--- config.mk ---
export PLATFORM = sky130hd
export DESIGN_NAME = adaptive_position_smoother
export DESIGN_NICKNAME = d
export VERILOG_FILES = /design/src/rtl/aps_pkg.sv /design/src/rtl/adaptive_position_smoother.sv /design/src/rtl/aps_mul.sv /design/src/rtl/aps_div.sv /design/src/rtl/aps_hist.sv
export SDC_FILE = /design/constraint.sdc
export NUM_CORES = 2
export LEC_CHECK = 0
export BUFFER_PORTS_ARGS = -buffer_cell sky130_fd_sc_hd__buf_2
export CORE_ASPECT_RATIO = 1.75
export CORE_MARGIN = 5
export CORE_UTILIZATION = 50
export CTS_CLUSTER_SIZE = 20
export DETAILED_ROUTE_END_ITERATION = 12
export GPL_TIMING_DRIVEN = 0
export PLACE_DENSITY_LB_ADDON = 0.3
export SETUP_SLACK_MARGIN = 0.3
export SLEW_MARGIN = 10
export SYNTH_ARGS = -nofsm -noshare
export SYNTH_HDL_FRONTEND = slang
export SYNTH_SLANG_ARGS = --single-unit
--- constraint.sdc ---
create_clock -name clk -period 10.15 [get_ports clk]
set_input_delay 1.015 -clock clk [delete_from_list [all_inputs] [get_ports clk]]
set_output_delay 1.015 -clock clk [all_outputs]
set_load 0.02 [all_outputs]
--- src/rtl/aps_pkg.sv ---
// Shared types, constants and helpers for the adaptive position smoother.
// Used by every module of the block; depends on nothing else.
`default_nettype none
package aps_pkg;

  localparam int HISTORY_DEPTH_DEF   = 5;
  localparam int STILL_MIN_COUNT_DEF = 4;

  localparam int POS_W     = 32;
  localparam int GAIN_W    = 16;
  localparam int DT_IN_W   = 16;
  localparam int DT_W      = 12;
  localparam int CFG_IDX_W = 3;
  localparam int MAG_W     = 33;
  localparam int MB_W      = 22;
  localparam int NUM_W     = 56;
  localparam int DEN_W     = 50;
  localparam int SUM_W     = 44;
  localparam int WIDE_W    = 35;

  localparam logic [DT_W-1:0]   DT_MAX      = 12'd3277;
  localparam logic [MB_W-1:0]   ABS_FLOOR   = 22'd102;
  localparam logic [GAIN_W-1:0] UNITY_GAIN  = 16'd256;
  localparam logic [MAG_W-1:0]  SNAP_AXIS   = 33'd2048000;
  localparam logic [MAG_W-1:0]  STILL_AXIS  = 33'd10240;
  localparam logic [SUM_W-1:0]  SNAP_SQ     = SUM_W'(64'd4000000 << 20);
  localparam logic [SUM_W-1:0]  STILL_SQ    = SUM_W'(64'd100 << 20);

  typedef enum logic [CFG_IDX_W-1:0] {
    CFG_SMOOTH_H,
    CFG_DAMP_H,
    CFG_STOP_H,
    CFG_SMOOTH_V,
    CFG_DAMP_V,
    CFG_STOP_V,
    CFG_BYPASS_H,
    CFG_BYPASS_V
  } cfg_idx_t;

  typedef enum logic [4:0] {
    ST_IDLE,
    ST_SEED,
    ST_DIFF,
    ST_SQ,
    ST_SQACC,
    ST_SNAP,
    ST_DEN,
    ST_DEN2,
    ST_DEN3,
    ST_NUM1,
    ST_NUM2,
    ST_DIVGO,
    ST_DIVW,
    ST_MULW,
    ST_UPD,
    ST_OFFS,
    ST_EDIF,
    ST_ESQ,
    ST_ESQACC,
    ST_RESNAP,
    ST_FIN,
    ST_OUT
  } state_t;

  function automatic logic [POS_W-1:0] sat32(input logic [WIDE_W-1:0] v);
    logic [WIDE_W-POS_W:0] top;
    top = v[WIDE_W-1:POS_W-1];
    if (&top || ~|top) begin
      return v[POS_W-1:0];
    end else if (v[WIDE_W-1]) begin
      return {1'b1, {(POS_W-1){1'b0}}};
    end else begin
      return {1'b0, {(POS_W-1){1'b1}}};
    end
  endfunction

endpackage
`default_nettype wire

--- src/rtl/adaptive_position_smoother.sv ---
// Adaptive position smoother top level: sequencer, configuration and state.
// Depends on aps_pkg, aps_mul, aps_div and aps_hist.
//
// One word is worked at a time: the shared shift-and-add multiplier (one bit
// per cycle) forms the squared distances, the gain product and each axis
// numerator, and the 56-step restoring divider forms each axis step, so a
// fully smoothed frame costs roughly three divisions plus a dozen serial
// multiplies. Snapped and bypassed frames finish much sooner. A finished word
// waits in the output register while the next one is accepted.
`default_nettype none
module adaptive_position_smoother #(
  parameter int HISTORY_DEPTH   = aps_pkg::HISTORY_DEPTH_DEF,
  parameter int STILL_MIN_COUNT = aps_pkg::STILL_MIN_COUNT_DEF
) (
  input  wire logic                           clk,
  input  wire logic                           rst_n,
  input  wire logic                           cfg_we,
  input  wire logic [aps_pkg::CFG_IDX_W-1:0]  cfg_index,
  input  wire logic [aps_pkg::GAIN_W-1:0]     cfg_data,
  input  wire logic                           in_valid,
  output logic                                in_ready,
  input  wire logic signed [aps_pkg::POS_W-1:0] in_pos_x,
  input  wire logic signed [aps_pkg::POS_W-1:0] in_pos_y,
  input  wire logic signed [aps_pkg::POS_W-1:0] in_pos_z,
  input  wire logic [aps_pkg::DT_IN_W-1:0]    in_elapsed,
  input  wire logic                           in_airborne,
  input  wire logic                           in_indoors,
  output logic                                out_valid,
  input  wire logic                           out_ready,
  output logic signed [aps_pkg::POS_W-1:0]    out_offset_x,
  output logic signed [aps_pkg::POS_W-1:0]    out_offset_y,
  output logic signed [aps_pkg::POS_W-1:0]    out_offset_z,
  output logic                                out_standing_still
);
  import aps_pkg::*;

  logic [GAIN_W-1:0] smooth_h_r, damp_h_r, stop_h_r;
  logic [GAIN_W-1:0] smooth_v_r, damp_v_r, stop_v_r;
  logic              byp_h_r, byp_v_r;

  logic [POS_W-1:0]  p_r [3];
  logic [POS_W-1:0]  s_r [3];
  logic [POS_W-1:0]  o_r [3];
  logic [MAG_W-1:0]  mag_r [3];
  logic              neg_r [3];
  logic [DT_W-1:0]   dt_r;
  logic              air_r, indoor_r, seed_r, still_r, grp_r;
  logic [POS_W-1:0]  app_x_r, app_y_r;
  logic [SUM_W-1:0]  sum_r;
  logic [1:0]        ax_r;
  logic [DEN_W-1:0]  den_r;

  state_t state_r, state_nxt, ret_r, ret_nxt;

  logic              out_valid_r, still_out_r;
  logic [POS_W-1:0]  out_x_r, out_y_r, out_z_r;

  logic              mul_start, mul_busy, div_start, div_busy;
  logic [NUM_W-1:0]  mul_a, mul_prod, div_quo;
  logic [MB_W-1:0]   mul_b;
  logic              hist_push, hist_still;

  logic [MAG_W-1:0]  cur_mag;
  logic [MB_W-1:0]   floor_a;
  logic [SUM_W-1:0]  sum_add;
  logic              big_any, e_big, g_byp;
  logic [GAIN_W-1:0] g_s, g_d, g_m;
  logic [MAG_W-1:0]  qc;
  logic [WIDE_W-1:0] upd_sum;
  logic [MAG_W-1:0]  dps [3];
  logic [MAG_W-1:0]  de [2];

  function automatic logic [MAG_W-1:0] mag_of(input logic [MAG_W-1:0] d);
    return d[MAG_W-1] ? (~d + 1'b1) : d;
  endfunction

  aps_mul u_mul (
    .clk   (clk),
    .rst_n (rst_n),
    .start (mul_start),
    .a_in  (mul_a),
    .b_in  (mul_b),
    .busy  (mul_busy),
    .prod  (mul_prod)
  );

  aps_div u_div (
    .clk    (clk),
    .rst_n  (rst_n),
    .start  (div_start),
    .num_in (mul_prod),
    .den_in (den_r),
    .busy   (div_busy),
    .quo    (div_quo)
  );

  aps_hist #(
    .DEPTH     (HISTORY_DEPTH),
    .MIN_COUNT (STILL_MIN_COUNT)
  ) u_hist (
    .clk   (clk),
    .rst_n (rst_n),
    .push  (hist_push),
    .key   ({p_r[0], p_r[1]}),
    .still (hist_still)
  );

  assign hist_push = (state_r == ST_SEED);

  always_comb begin
    for (int i = 0; i < 3; i++) begin
      dps[i] = {p_r[i][POS_W-1], p_r[i]} - {s_r[i][POS_W-1], s_r[i]};
    end
    de[0] = {o_r[0][POS_W-1], o_r[0]} - {app_x_r[POS_W-1], app_x_r};
    de[1] = {o_r[1][POS_W-1], o_r[1]} - {app_y_r[POS_W-1], app_y_r};
  end

  assign cur_mag = mag_r[ax_r];
  assign floor_a = (cur_mag < MAG_W'(ABS_FLOOR)) ? ABS_FLOOR : cur_mag[MB_W-1:0];
  assign sum_add = sum_r + mul_prod[SUM_W-1:0];
  assign big_any = (mag_r[0] > SNAP_AXIS) || (mag_r[1] > SNAP_AXIS) ||
                   (mag_r[2] > SNAP_AXIS);
  assign e_big   = (mag_r[0] > STILL_AXIS) || (mag_r[1] > STILL_AXIS);

  assign g_s   = grp_r ? smooth_v_r : smooth_h_r;
  assign g_d   = grp_r ? damp_v_r : damp_h_r;
  assign g_m   = still_r ? (grp_r ? stop_v_r : stop_h_r) : UNITY_GAIN;
  assign g_byp = ((grp_r ? byp_v_r : byp_h_r) && indoor_r) || (g_s == '0) ||
                 (g_d == '0) || (g_m == '0);

  assign qc      = (|div_quo[NUM_W-1:MAG_W]) ? '1 : div_quo[MAG_W-1:0];
  assign upd_sum = {{(WIDE_W-POS_W){s_r[ax_r][POS_W-1]}}, s_r[ax_r]} +
                   (neg_r[ax_r] ? (~{2'b00, qc} + 1'b1) : {2'b00, qc});

  always_ff @(posedge clk) begin
    if (!rst_n) begin
      state_r <= ST_IDLE;
      ret_r   <= ST_IDLE;
    end else begin
      state_r <= state_nxt;
      ret_r   <= ret_nxt;
    end
  end

  always_comb begin
    state_nxt = state_r;
    ret_nxt   = ret_r;
    in_ready  = 1'b0;
    mul_start = 1'b0;
    mul_a     = '0;
    mul_b     = '0;
    div_start = 1'b0;
    unique case (state_r)
      ST_IDLE: begin
        in_ready = 1'b1;
        if (in_valid) begin
          state_nxt = ST_SEED;
        end
      end
      ST_SEED: state_nxt = ST_DIFF;
      ST_DIFF: state_nxt = ST_SQ;
      ST_SQ: begin
        if (air_r || big_any) begin
          state_nxt = ST_SNAP;
        end else begin
          mul_start = 1'b1;
          mul_a     = NUM_W'(cur_mag);
          mul_b     = cur_mag[MB_W-1:0];
          ret_nxt   = ST_SQACC;
          state_nxt = ST_MULW;
        end
      end
      ST_MULW: begin
        if (!mul_busy) begin
          state_nxt = ret_r;
        end
      end
      ST_SQACC: begin
        if (ax_r == 2'd2) begin
          state_nxt = (sum_add > SNAP_SQ) ? ST_SNAP : ST_DEN;
        end else begin
          state_nxt = ST_SQ;
        end
      end
      ST_SNAP: state_nxt = ST_OFFS;
      ST_DEN: begin
        if (g_byp) begin
          state_nxt = grp_r ? ST_OFFS : ST_DEN;
        end else begin
          mul_start = 1'b1;
          mul_a     = NUM_W'(g_s);
          mul_b     = MB_W'(g_d);
          ret_nxt   = ST_DEN2;
          state_nxt = ST_MULW;
        end
      end
      ST_DEN2: begin
        mul_start = 1'b1;
        mul_a     = mul_prod;
        mul_b     = MB_W'(g_m);
        ret_nxt   = ST_DEN3;
        state_nxt = ST_MULW;
      end
      ST_DEN3: state_nxt = ST_NUM1;
      ST_NUM1: begin
        mul_start = 1'b1;
        mul_a     = NUM_W'(cur_mag);
        mul_b     = floor_a;
        ret_nxt   = ST_NUM2;
        state_nxt = ST_MULW;
      end
      ST_NUM2: begin
        mul_start = 1'b1;
        mul_a     = mul_prod;
        mul_b     = MB_W'(dt_r);
        ret_nxt   = ST_DIVGO;
        state_nxt = ST_MULW;
      end
      ST_DIVGO: begin
        div_start = 1'b1;
        state_nxt = ST_DIVW;
      end
      ST_DIVW: begin
        if (!div_busy) begin
          state_nxt = ST_UPD;
        end
      end
      ST_UPD: begin
        if (ax_r == 2'd0) begin
          state_nxt = ST_NUM1;
        end else if (ax_r == 2'd1) begin
          state_nxt = ST_DEN;
        end else begin
          state_nxt = ST_OFFS;
        end
      end
      ST_OFFS: state_nxt = ST_EDIF;
      ST_EDIF: state_nxt = still_r ? ST_ESQ : ST_FIN;
      ST_ESQ: begin
        if (e_big) begin
          state_nxt = ST_RESNAP;
        end else begin
          mul_start = 1'b1;
          mul_a     = NUM_W'(cur_mag);
          mul_b     = cur_mag[MB_W-1:0];
          ret_nxt   = ST_ESQACC;
          state_nxt = ST_MULW;
        end
      end
      ST_ESQACC: begin
        if (ax_r == 2'd1) begin
          state_nxt = (sum_add > STILL_SQ) ? ST_RESNAP : ST_FIN;
        end else begin
          state_nxt = ST_ESQ;
        end
      end
      ST_RESNAP: state_nxt = ST_OUT;
      ST_FIN:    state_nxt = ST_OUT;
      ST_OUT: begin
        if (!out_valid_r || out_ready) begin
          state_nxt = ST_IDLE;
        end
      end
      default: state_nxt = ST_IDLE;
    endcase
  end

  always_ff @(posedge clk) begin
    if (!rst_n) begin
      smooth_h_r  <= '0;
      damp_h_r    <= '0;
      stop_h_r    <= UNITY_GAIN;
      smooth_v_r  <= '0;
      damp_v_r    <= '0;
      stop_v_r    <= UNITY_GAIN;
      byp_h_r     <= 1'b0;
      byp_v_r     <= 1'b0;
      s_r[0]      <= '0;
      s_r[1]      <= '0;
      s_r[2]      <= '0;
      seed_r      <= 1'b1;
      app_x_r     <= '0;
      app_y_r     <= '0;
      out_valid_r <= 1'b0;
    end else begin
      if (cfg_we) begin
        unique case (cfg_idx_t'(cfg_index))
          CFG_SMOOTH_H: smooth_h_r <= cfg_data;
          CFG_DAMP_H:   damp_h_r   <= cfg_data;
          CFG_STOP_H:   stop_h_r   <= cfg_data;
          CFG_SMOOTH_V: smooth_v_r <= cfg_data;
          CFG_DAMP_V:   damp_v_r   <= cfg_data;
          CFG_STOP_V:   stop_v_r   <= cfg_data;
          CFG_BYPASS_H: byp_h_r    <= cfg_data[0];
          CFG_BYPASS_V: byp_v_r    <= cfg_data[0];
          default: ;
        endcase
      end
      if (out_valid_r && out_ready && state_r != ST_OUT) begin
        out_valid_r <= 1'b0;
      end
      case (state_r)
        ST_IDLE: begin
          if (in_valid) begin
            p_r[0]   <= in_pos_x;
            p_r[1]   <= in_pos_y;
            p_r[2]   <= in_pos_z;
            dt_r     <= (in_elapsed > DT_IN_W'(DT_MAX)) ? DT_MAX : in_elapsed[DT_W-1:0];
            air_r    <= in_airborne;
            indoor_r <= in_indoors;
          end
        end
        ST_SEED: begin
          if (seed_r && p_r[2] != '0) begin
            s_r[0] <= p_r[0];
            s_r[1] <= p_r[1];
            s_r[2] <= p_r[2];
            seed_r <= 1'b0;
          end
          still_r <= hist_still;
        end
        ST_DIFF: begin
          for (int i = 0; i < 3; i++) begin
            mag_r[i] <= mag_of(dps[i]);
            neg_r[i] <= dps[i][MAG_W-1];
          end
          sum_r <= '0;
          ax_r  <= 2'd0;
          grp_r <= 1'b0;
        end
        ST_SQACC: begin
          sum_r <= sum_add;
          ax_r  <= ax_r + 2'd1;
        end
        ST_SNAP: begin
          s_r[0] <= p_r[0];
          s_r[1] <= p_r[1];
          s_r[2] <= p_r[2];
        end
        ST_DEN: begin
          if (g_byp) begin
            if (grp_r) begin
              s_r[2] <= p_r[2];
            end else begin
              s_r[0] <= p_r[0];
              s_r[1] <= p_r[1];
              grp_r  <= 1'b1;
            end
          end
        end
        ST_DEN3: begin
          den_r <= {mul_prod[DEN_W-3:0], 2'b00};
          ax_r  <= grp_r ? 2'd2 : 2'd0;
        end
        ST_UPD: begin
          s_r[ax_r] <= sat32(upd_sum);
          if (ax_r == 2'd0) begin
            ax_r <= 2'd1;
          end else if (ax_r == 2'd1) begin
            grp_r <= 1'b1;
          end
        end
        ST_OFFS: begin
          for (int i = 0; i < 3; i++) begin
            o_r[i] <= sat32({{(WIDE_W-POS_W){s_r[i][POS_W-1]}}, s_r[i]} -
                            {{(WIDE_W-POS_W){p_r[i][POS_W-1]}}, p_r[i]});
          end
        end
        ST_EDIF: begin
          mag_r[0] <= mag_of(de[0]);
          mag_r[1] <= mag_of(de[1]);
          sum_r    <= '0;
          ax_r     <= 2'd0;
        end
        ST_ESQACC: begin
          sum_r <= sum_add;
          ax_r  <= 2'd1;
        end
        ST_RESNAP: begin
          s_r[0] <= p_r[0];
          s_r[1] <= p_r[1];
          o_r[0] <= app_x_r;
          o_r[1] <= app_y_r;
          o_r[2] <= '0;
        end
        ST_FIN: begin
          app_x_r <= o_r[0];
          app_y_r <= o_r[1];
        end
        ST_OUT: begin
          if (!out_valid_r || out_ready) begin
            out_x_r     <= o_r[0];
            out_y_r     <= o_r[1];
            out_z_r     <= o_r[2];
            still_out_r <= still_r;
            out_valid_r <= 1'b1;
          end
        end
        default: ;
      endcase
    end
  end

  assign out_valid          = out_valid_r;
  assign out_offset_x       = out_x_r;
  assign out_offset_y       = out_y_r;
  assign out_offset_z       = out_z_r;
  assign out_standing_still = still_out_r;

  a_mul_idle: assert property (@(posedge clk) disable iff (!rst_n)
    mul_start |-> !mul_busy)
    else $error("multiplier restarted while busy");

  a_den_nonzero: assert property (@(posedge clk) disable iff (!rst_n)
    (state_r == ST_DIVGO) |-> (den_r != '0))
    else $error("division started with a zero divisor");

  a_out_loaded: assert property (@(posedge clk) disable iff (!rst_n)
    (state_r == ST_OUT && (!out_valid_r || out_ready)) |=> out_valid_r)
    else $error("finished word not presented");

endmodule
`default_nettype wire

--- src/rtl/aps_mul.sv ---
// Shift-and-add multiplier that retires one multiplier bit per cycle.
// Depends on aps_pkg for operand widths.
`default_nettype none
module aps_mul (
  input  wire logic                     clk,
  input  wire logic                     rst_n,
  input  wire logic                     start,
  input  wire logic [aps_pkg::NUM_W-1:0] a_in,
  input  wire logic [aps_pkg::MB_W-1:0]  b_in,
  output logic                          busy,
  output logic [aps_pkg::NUM_W-1:0]      prod
);
  import aps_pkg::*;

  logic [NUM_W-1:0] acc_r;
  logic [NUM_W-1:0] a_r;
  logic [MB_W-1:0]  b_r;

  always_ff @(posedge clk) begin
    if (!rst_n) begin
      b_r <= '0;
    end else if (start) begin
      b_r <= b_in;
    end else if (b_r != '0) begin
      b_r <= b_r >> 1;
    end
  end

  always_ff @(posedge clk) begin
    if (start) begin
      acc_r <= '0;
      a_r   <= a_in;
    end else if (b_r != '0) begin
      if (b_r[0]) begin
        acc_r <= acc_r + a_r;
      end
      a_r <= a_r << 1;
    end
  end

  assign busy = (b_r != '0);
  assign prod = acc_r;

endmodule
`default_nettype wire

--- src/rtl/aps_div.sv ---
// Restoring divider that produces one quotient bit per cycle.
// Depends on aps_pkg for numerator and divisor widths.
`default_nettype none
module aps_div (
  input  wire logic                     clk,
  input  wire logic                     rst_n,
  input  wire logic                     start,
  input  wire logic [aps_pkg::NUM_W-1:0] num_in,
  input  wire logic [aps_pkg::DEN_W-1:0] den_in,
  output logic                          busy,
  output logic [aps_pkg::NUM_W-1:0]      quo
);
  import aps_pkg::*;

  localparam int CNT_W = $clog2(NUM_W + 1);

  logic [CNT_W-1:0] cnt_r;
  logic [DEN_W-1:0] rem_r;
  logic [DEN_W-1:0] den_r;
  logic [NUM_W-1:0] quo_r;
  logic [DEN_W:0]   shifted;
  logic [DEN_W:0]   diff;
  logic             ge;

  assign shifted = {rem_r, quo_r[NUM_W-1]};
  assign ge      = (shifted >= {1'b0, den_r});
  assign diff    = shifted - {1'b0, den_r};

  always_ff @(posedge clk) begin
    if (!rst_n) begin
      cnt_r <= '0;
    end else if (start) begin
      cnt_r <= CNT_W'(NUM_W);
    end else if (cnt_r != '0) begin
      cnt_r <= cnt_r - 1'b1;
    end
  end

  always_ff @(posedge clk) begin
    if (start) begin
      rem_r <= '0;
      den_r <= den_in;
      quo_r <= num_in;
    end else if (cnt_r != '0) begin
      rem_r <= ge ? diff[DEN_W-1:0] : shifted[DEN_W-1:0];
      quo_r <= {quo_r[NUM_W-2:0], ge};
    end
  end

  assign busy = (cnt_r != '0);
  assign quo  = quo_r;

endmodule
`default_nettype wire

--- src/rtl/aps_hist.sv ---
// History of recent xy positions and the stillness test over them.
// Depends on aps_pkg for the position width.
`default_nettype none
module aps_hist #(
  parameter int DEPTH     = aps_pkg::HISTORY_DEPTH_DEF,
  parameter int MIN_COUNT = aps_pkg::STILL_MIN_COUNT_DEF
) (
  input  wire logic                       clk,
  input  wire logic                       rst_n,
  input  wire logic                       push,
  input  wire logic [2*aps_pkg::POS_W-1:0] key,
  output logic                            still
);
  import aps_pkg::*;

  localparam int CW = $clog2(DEPTH + 1);

  logic [2*POS_W-1:0] ent_r [DEPTH];
  logic [CW-1:0]      cnt_r;
  logic               full;
  logic               match;

  assign full = (cnt_r == CW'(DEPTH));

  always_comb begin
    match = 1'b1;
    for (int i = 1; i < DEPTH; i++) begin
      if (i < int'(cnt_r) && ent_r[i] != ent_r[0]) begin
        match = 1'b0;
      end
    end
    still = (int'(cnt_r) >= MIN_COUNT) && match;
  end

  always_ff @(posedge clk) begin
    if (!rst_n) begin
      cnt_r <= '0;
    end else if (push && !full) begin
      cnt_r <= cnt_r + 1'b1;
    end
  end

  for (genvar g = 0; g < DEPTH; g++) begin : g_ent
    logic [2*POS_W-1:0] shift_in;
    if (g == DEPTH - 1) begin : g_last
      assign shift_in = key;
    end else begin : g_mid
      assign shift_in = ent_r[g+1];
    end
    always_ff @(posedge clk) begin
      if (push) begin
        if (full) begin
          ent_r[g] <= shift_in;
        end else if (CW'(g) == cnt_r) begin
          ent_r[g] <= key;
        end
      end
    end
  end

endmodule
`default_nettype wire
### Word-level counts from Yosys, hierarchy flattened

Memories as Yosys holds them, arrays and structs flattened. A register that Yosys moved wholly into a read port is not among the register bits.
Cells that the tools add are included.

* input port bits: 138
* output and inout port bits: 99
* logic and storage cells: 408
* bits in latches: 0
* flip-flop bits (word level): 646
* RAM bits: 710
* memories: 6
* memory bits (read-only): 0

Memory list
* u_hist.ent_r: depth 5, width 64, rd ports 5, clocked after Yosys merged registers in 0, write ports 5, line aps_hist.sv:18 `logic [2*POS_W-1:0] ent_r [DEPTH];`
* mag_r: depth 3, width 33, rd ports 4, clocked after Yosys merged registers in 1, write ports 3, line adaptive_position_smoother.sv:44 `logic [MAG_W-1:0] mag_r [3];`
* o_r: depth 3, width 32, rd ports 3, clocked after Yosys merged registers in 1, write ports 3, line adaptive_position_smoother.sv:43 `logic [POS_W-1:0] o_r [3];`
* p_r: depth 3, width 32, rd ports 3, clocked after Yosys merged registers in 0, write ports 3, line adaptive_position_smoother.sv:41 `logic [POS_W-1:0] p_r [3];`
* s_r: depth 3, width 32, rd ports 4, clocked after Yosys merged registers in 1, write ports 3, line adaptive_position_smoother.sv:42 `logic [POS_W-1:0] s_r [3];`
* neg_r: depth 3, width 1, rd ports 1, clocked after Yosys merged registers in 1, write ports 3, line adaptive_position_smoother.sv:45 `logic neg_r [3];`

* eq/ne operators: 51
* $add $sub $neg: 21
* divide/modulo/power cells: 0
* reduce and logical (&&, ||, !) cells: 79
* shift-type cells: 0
* bitwise operators: 28
* mux-type cells: 174
* $mul: 0
* $lt $le $gt $ge: 15

Operators with widths (number)
* 2-to-1 mux 32 bit: 31
* 2-to-1 mux 33 bit: 10
* 2-to-1 mux 64 bit: 5
* one-hot mux 56 bit (5 select lines): 1
* subtractor 32 x 32 -> 33 bit: 8
* inequality test 64 bit: 4
* 2-to-1 mux 56 bit: 4
* adder 33 x 1 -> 33 bit, second input constant: 5
* inverter 33 bit: 5
* one-hot mux 22 bit (6 select lines): 1
* 2-to-1 mux 22 bit: 5
* > comparator 33 x 21 -> 1 bit, second input constant: 3
* 2-to-1 mux 16 bit: 6
* one-hot mux 5 bit (19 select lines): 1
* one-hot mux 44 bit (2 select lines): 1
* 2-to-1 mux 1 bit: 77
* > comparator 33 x 14 -> 1 bit, second input constant: 2
* adder 56 bit: 1
* greater-or-equal comparator 51 x 50 -> 1 bit: 1
* 2-to-1 mux 50 bit: 1
* subtractor 50 bit: 1
* zero test 16 bit: 3
* adder 44 bit: 1
* > comparator 44 x 27 -> 1 bit, second input constant: 1
* other kinds (61): 190

### Logic depth before layout (Yosys ltp)

* depth in word-level cells: 13
* depth in mapped cells: 30
* depth with buffers taken out: 25

### Cells and area by module

A second synthesis with hierarchy kept.

* cells, all modules: 9323
* area, all modules: 90689.5 µm²

By module, submodules not included
* adaptive_position_smoother: cells an instance 6359, area an instance 56548.0 µm², instances 1, seq. area each 22411.5 µm²
* aps_hist: cells an instance 1101, area an instance 15944.0 µm², instances 1, seq. area each 9669.3 µm²
* aps_div: cells an instance 1012, area an instance 9885.7 µm², instances 1, seq. area each 4304.1 µm²
* aps_mul: cells an instance 851, area an instance 8311.7 µm², instances 1, seq. area each 3243.1 µm²

### Worst setup path after synthesis

OpenSTA, ideal clock, no wires.

* path type: input -> register
* from: input rst_n
* to: register out_x_r[0], in the netlist out_offset_x[0], read port of o_r, enable pin
* setup time: 0.692 ns
* cell stages on the path: 3
* slack: 1.013 ns
* path buffers: 1
* required time: 9.458 ns
* data arrival time: 8.446 ns
* path through: clkinv_1 -> clkbuf_1 -> nor3b_1

* longest elaborated chain between the ends: 1

RTL lines
* start, declared: line adaptive_position_smoother.sv:16 `input wire logic rst_n,`
* AND reduction 3 bit (no line)
* end, declared: line adaptive_position_smoother.sv:56 `logic [POS_W-1:0] out_x_r, out_y_r, out_z_r;`

Every way passes these cells.
A chain may end at the register's enable or synchronous reset.

==> flow_summary.yaml <==
yosys:
  syn_nets: 9882
  ys_warn_count: 0
  netlist_area_mm2: 0.0879
  synth_seq_area_share_pct: 45.0
  ys_types: 88
  syn_inst: 9277
  async_flop_share_pct: 0
  avgSynthCellArea_um2: 9.47
  synth_edf_count: 1109
  synth_seq_cells: 1422
  synth_flop_cell: "edfxtp_1"
critical_path:
  r2r_start: "u_div.quo[55]"
  endpoint_kind: "flop"
  critPathArrivalTime_ps: 10200
  critPathLaunchType: "flop"
  r2r-end: "s_r[0][30]"
  crit_path_top_delay_cell: "or4b_2"
  crit_fanout: 10
  worst-r2r-setup-slack_ps: 640
  slowest_delay_ps: 620
  critPathLaunch: "u_div.quo[55]"
  required_ps: 10840
  reg2reg_depth: 30
  cp_common_cell: "nor2_1"
  criticalPathCategory: "flop to flop"
cells_and_area:
  fill_cells: 15900
  post-route-util_pct: 56.0
  drive_gt1_share_pct: 7.38
  nNetsFinal: 10300
  area_growth_pct: 11.3
  seq_area_mm2: 0.0396
  multi_input_area_mm2: 0.0448
global_route:
  grt_overflow: 0
  antenna_found_initial: 20
  grt_pass1_vias: 76800
  grt_first_pass_wirelength_um: 536000
  grtUsageTotal_pct: 40.3
  grt_max_degree: 58
cts:
  clock-root-buffer: "clkbuf_16"
  cts_max_level: 4
  cts_tree: "built"
  numClockSinks: 1422
  cts.reportedPaths.clkPinSlew_ps: 70
  insertion_delay_ps: 850
  clockBufferDepth: 4
  cts_hold_buf: 0
  cts_buffers: 149
status:
  status: "complete, no violations"
timing:
  rsz0062_at_grt: "no"
  period_share_pct: 93.7
  clock.fmax_mhz: 105
  setup_viol: 0
  timing.hold.ws_ps: 334
  worst_pin_slew_ps: 1400
  finalClockSkew_ps: 67.6
  slew_viol_final: 0
  slew_headroom_pct: 6.07
  fin_crit_ps: 9510
  hold_viol_final: 0
power_and_ir_drop:
  p_leak_nw: 37.1
  ir_worst_vdd_v: 0.000280
  total_power_mw: 35.3
  cellPowerDensity_mw_per_mm2: 361
drt:
  drcViolationCount: 0
  routedWlPerCell_um: 31.8
  finalWirelength_um: 384000
  vias_per_cell: 6.32
  drt_iter0_drc: 7003
  ant_nets: 0
  first_pass_iters: 6
  vias: 76400
die:
  core_mm2: 0.175
  initial_core_util_pct: 50.3
  pin_count: 237
  num_rows: 203
  fp.dieH_um: 565
  die-area_mm2: 0.185
  die_w_um: 327
place:
  hpwl_um: 312000
  gp_congestion: 1.10
  portBuffers: 233
worst_hold_path:
  hp-class: "input pin to flop"
  min_from: "in_pos_x[12]"
  min_to: "p_r[0][12]"
  min_path_cells: 1
run:
  max_cap_violations: 0
-- where the power goes --
group	internal, mW	switching, mW	leakage, nW
sequential	8.18	1.63	12.8
clock	3.30	2.49	2.39
combinational	6.29	13.4	21.9
total	17.8	17.6	37.1
-- cells in the mapped netlist, types with 136 or more instances --
master	count	area (µm²)
nand2_1	1150	4320
edfxtp_1	1109	33300
a21oi_1	793	3970
o21ai_0	708	3540
nor2_1	658	2470
inv_1	503	1890
xnor2_1	483	4230
ha_1	455	5690
clkbuf_1	454	1700
dfxtp_1	313	6270
xor2_1	295	2580
a21o_1	260	1950
mux2i_1	143	1430
nor3_1	142	711
nand4_1	136	851
-- layout by cell type, fill, tap and decap left out, types with 295 or more instances in the layout --
cell,count
xnor2_1,482
clkbuf_1,465
a21oi_1,790
inv_1,502
dfxtp_1,313
o21ai_0,703
edfxtp_1,1109
ha_1,455
xor2_1,295
nand2_1,1144
nor2_1,651
-- kinds of logic after synthesis --
family	share of synthesized area [%]
multiplexers	3.45
buffers and inverters	4.26
AO/OA/AOI/OAI	17.9
adder cells (fa/ha/maj)	7.08
flip-flops	45.0
AND/OR/NAND/NOR	14.5
XOR/XNOR	7.75
-- worst max-delay path: cells and delay by family, from the launching register on --
family          cells  cell delay (ps)
compound gates      4             1440
xor+xnor            1              230
fa+ha+maj           2              570
buf+inv             5             1210
flops               1              460
simple gates       18             5450
-- per-layer routing --
layer,vias to the layer above,wire (µm),global-route usage (%)
met3,1494,23100,6.22
met1,36900,116000,37.4
met4,4,54200,44.7
li1,34300,-,-
met5,-,29,0
met2,3688,190000,71.1
-- state kept, by name (all words and copies together), names as in the netlist, 22 cells and up, named ones only --
| name | cells |
|---|---|
| o_r | 96 |
| u_hist.ent_r | 320 |
| den_r | 48 |
| u_mul.a_r | 56 |
| p_r | 96 |
| u_mul.prod | 56 |
| u_div.den_r | 48 |
| mag_r | 99 |
| out_offset_x | 32 |
| sum_r | 44 |
| app_y_r | 32 |
| out_offset_y | 32 |
| app_x_r | 32 |
| s_r | 128 |
| u_mul.b_r | 22 |
| u_div.rem_r | 50 |
| u_div.quo | 56 |
| out_offset_z | 32 |
-- how the worst max path moves through the flow --
stage                       end  cells after the start
4_1_cts              s_r[0][22]                     29
3_3_place_gp   out_offset_z[13]                      4
5_1_grt              s_r[1][30]                     29
6_report             s_r[0][30]                     30
2_1_floorplan   out_offset_x[0]                      3
3_5_place_dp         s_r[0][25]                     28
-- stage by stage --
stage | setup slack [ps] | area (µm²) | std cells | setup TNS, ps
after detailed placement | -334 | 92800 | 11800 | -5750
after floorplan | 1010 | 87900 | 9277 | 0
final | 636 | 97800 | 12100 | 0
after CTS | 408 | 97700 | 12100 | 0
after global routing | 291 | 97800 | 12100 | 0
after global placement | -3700 | 91900 | 11800 | -518680
-- area by class of cell --
class	instances	area share (%)
flip-flops and latches	1422	40.5
inverters	506	1.94
repair buffers	277	1.94
well taps	2255	2.89
plain buffers	489	1.90
diodes	11	0.0281
clock buffers	171	3.97
multi-input cells	6860	45.8
clock inverters	88	1.08
-- timing repair --
item | CTS | global route
gates resized for setup | 9 | 9
endpoints found under the setup margin | 119 | 124
buffers inserted | 1 | 0
Power figures use the tool's default switching activity.
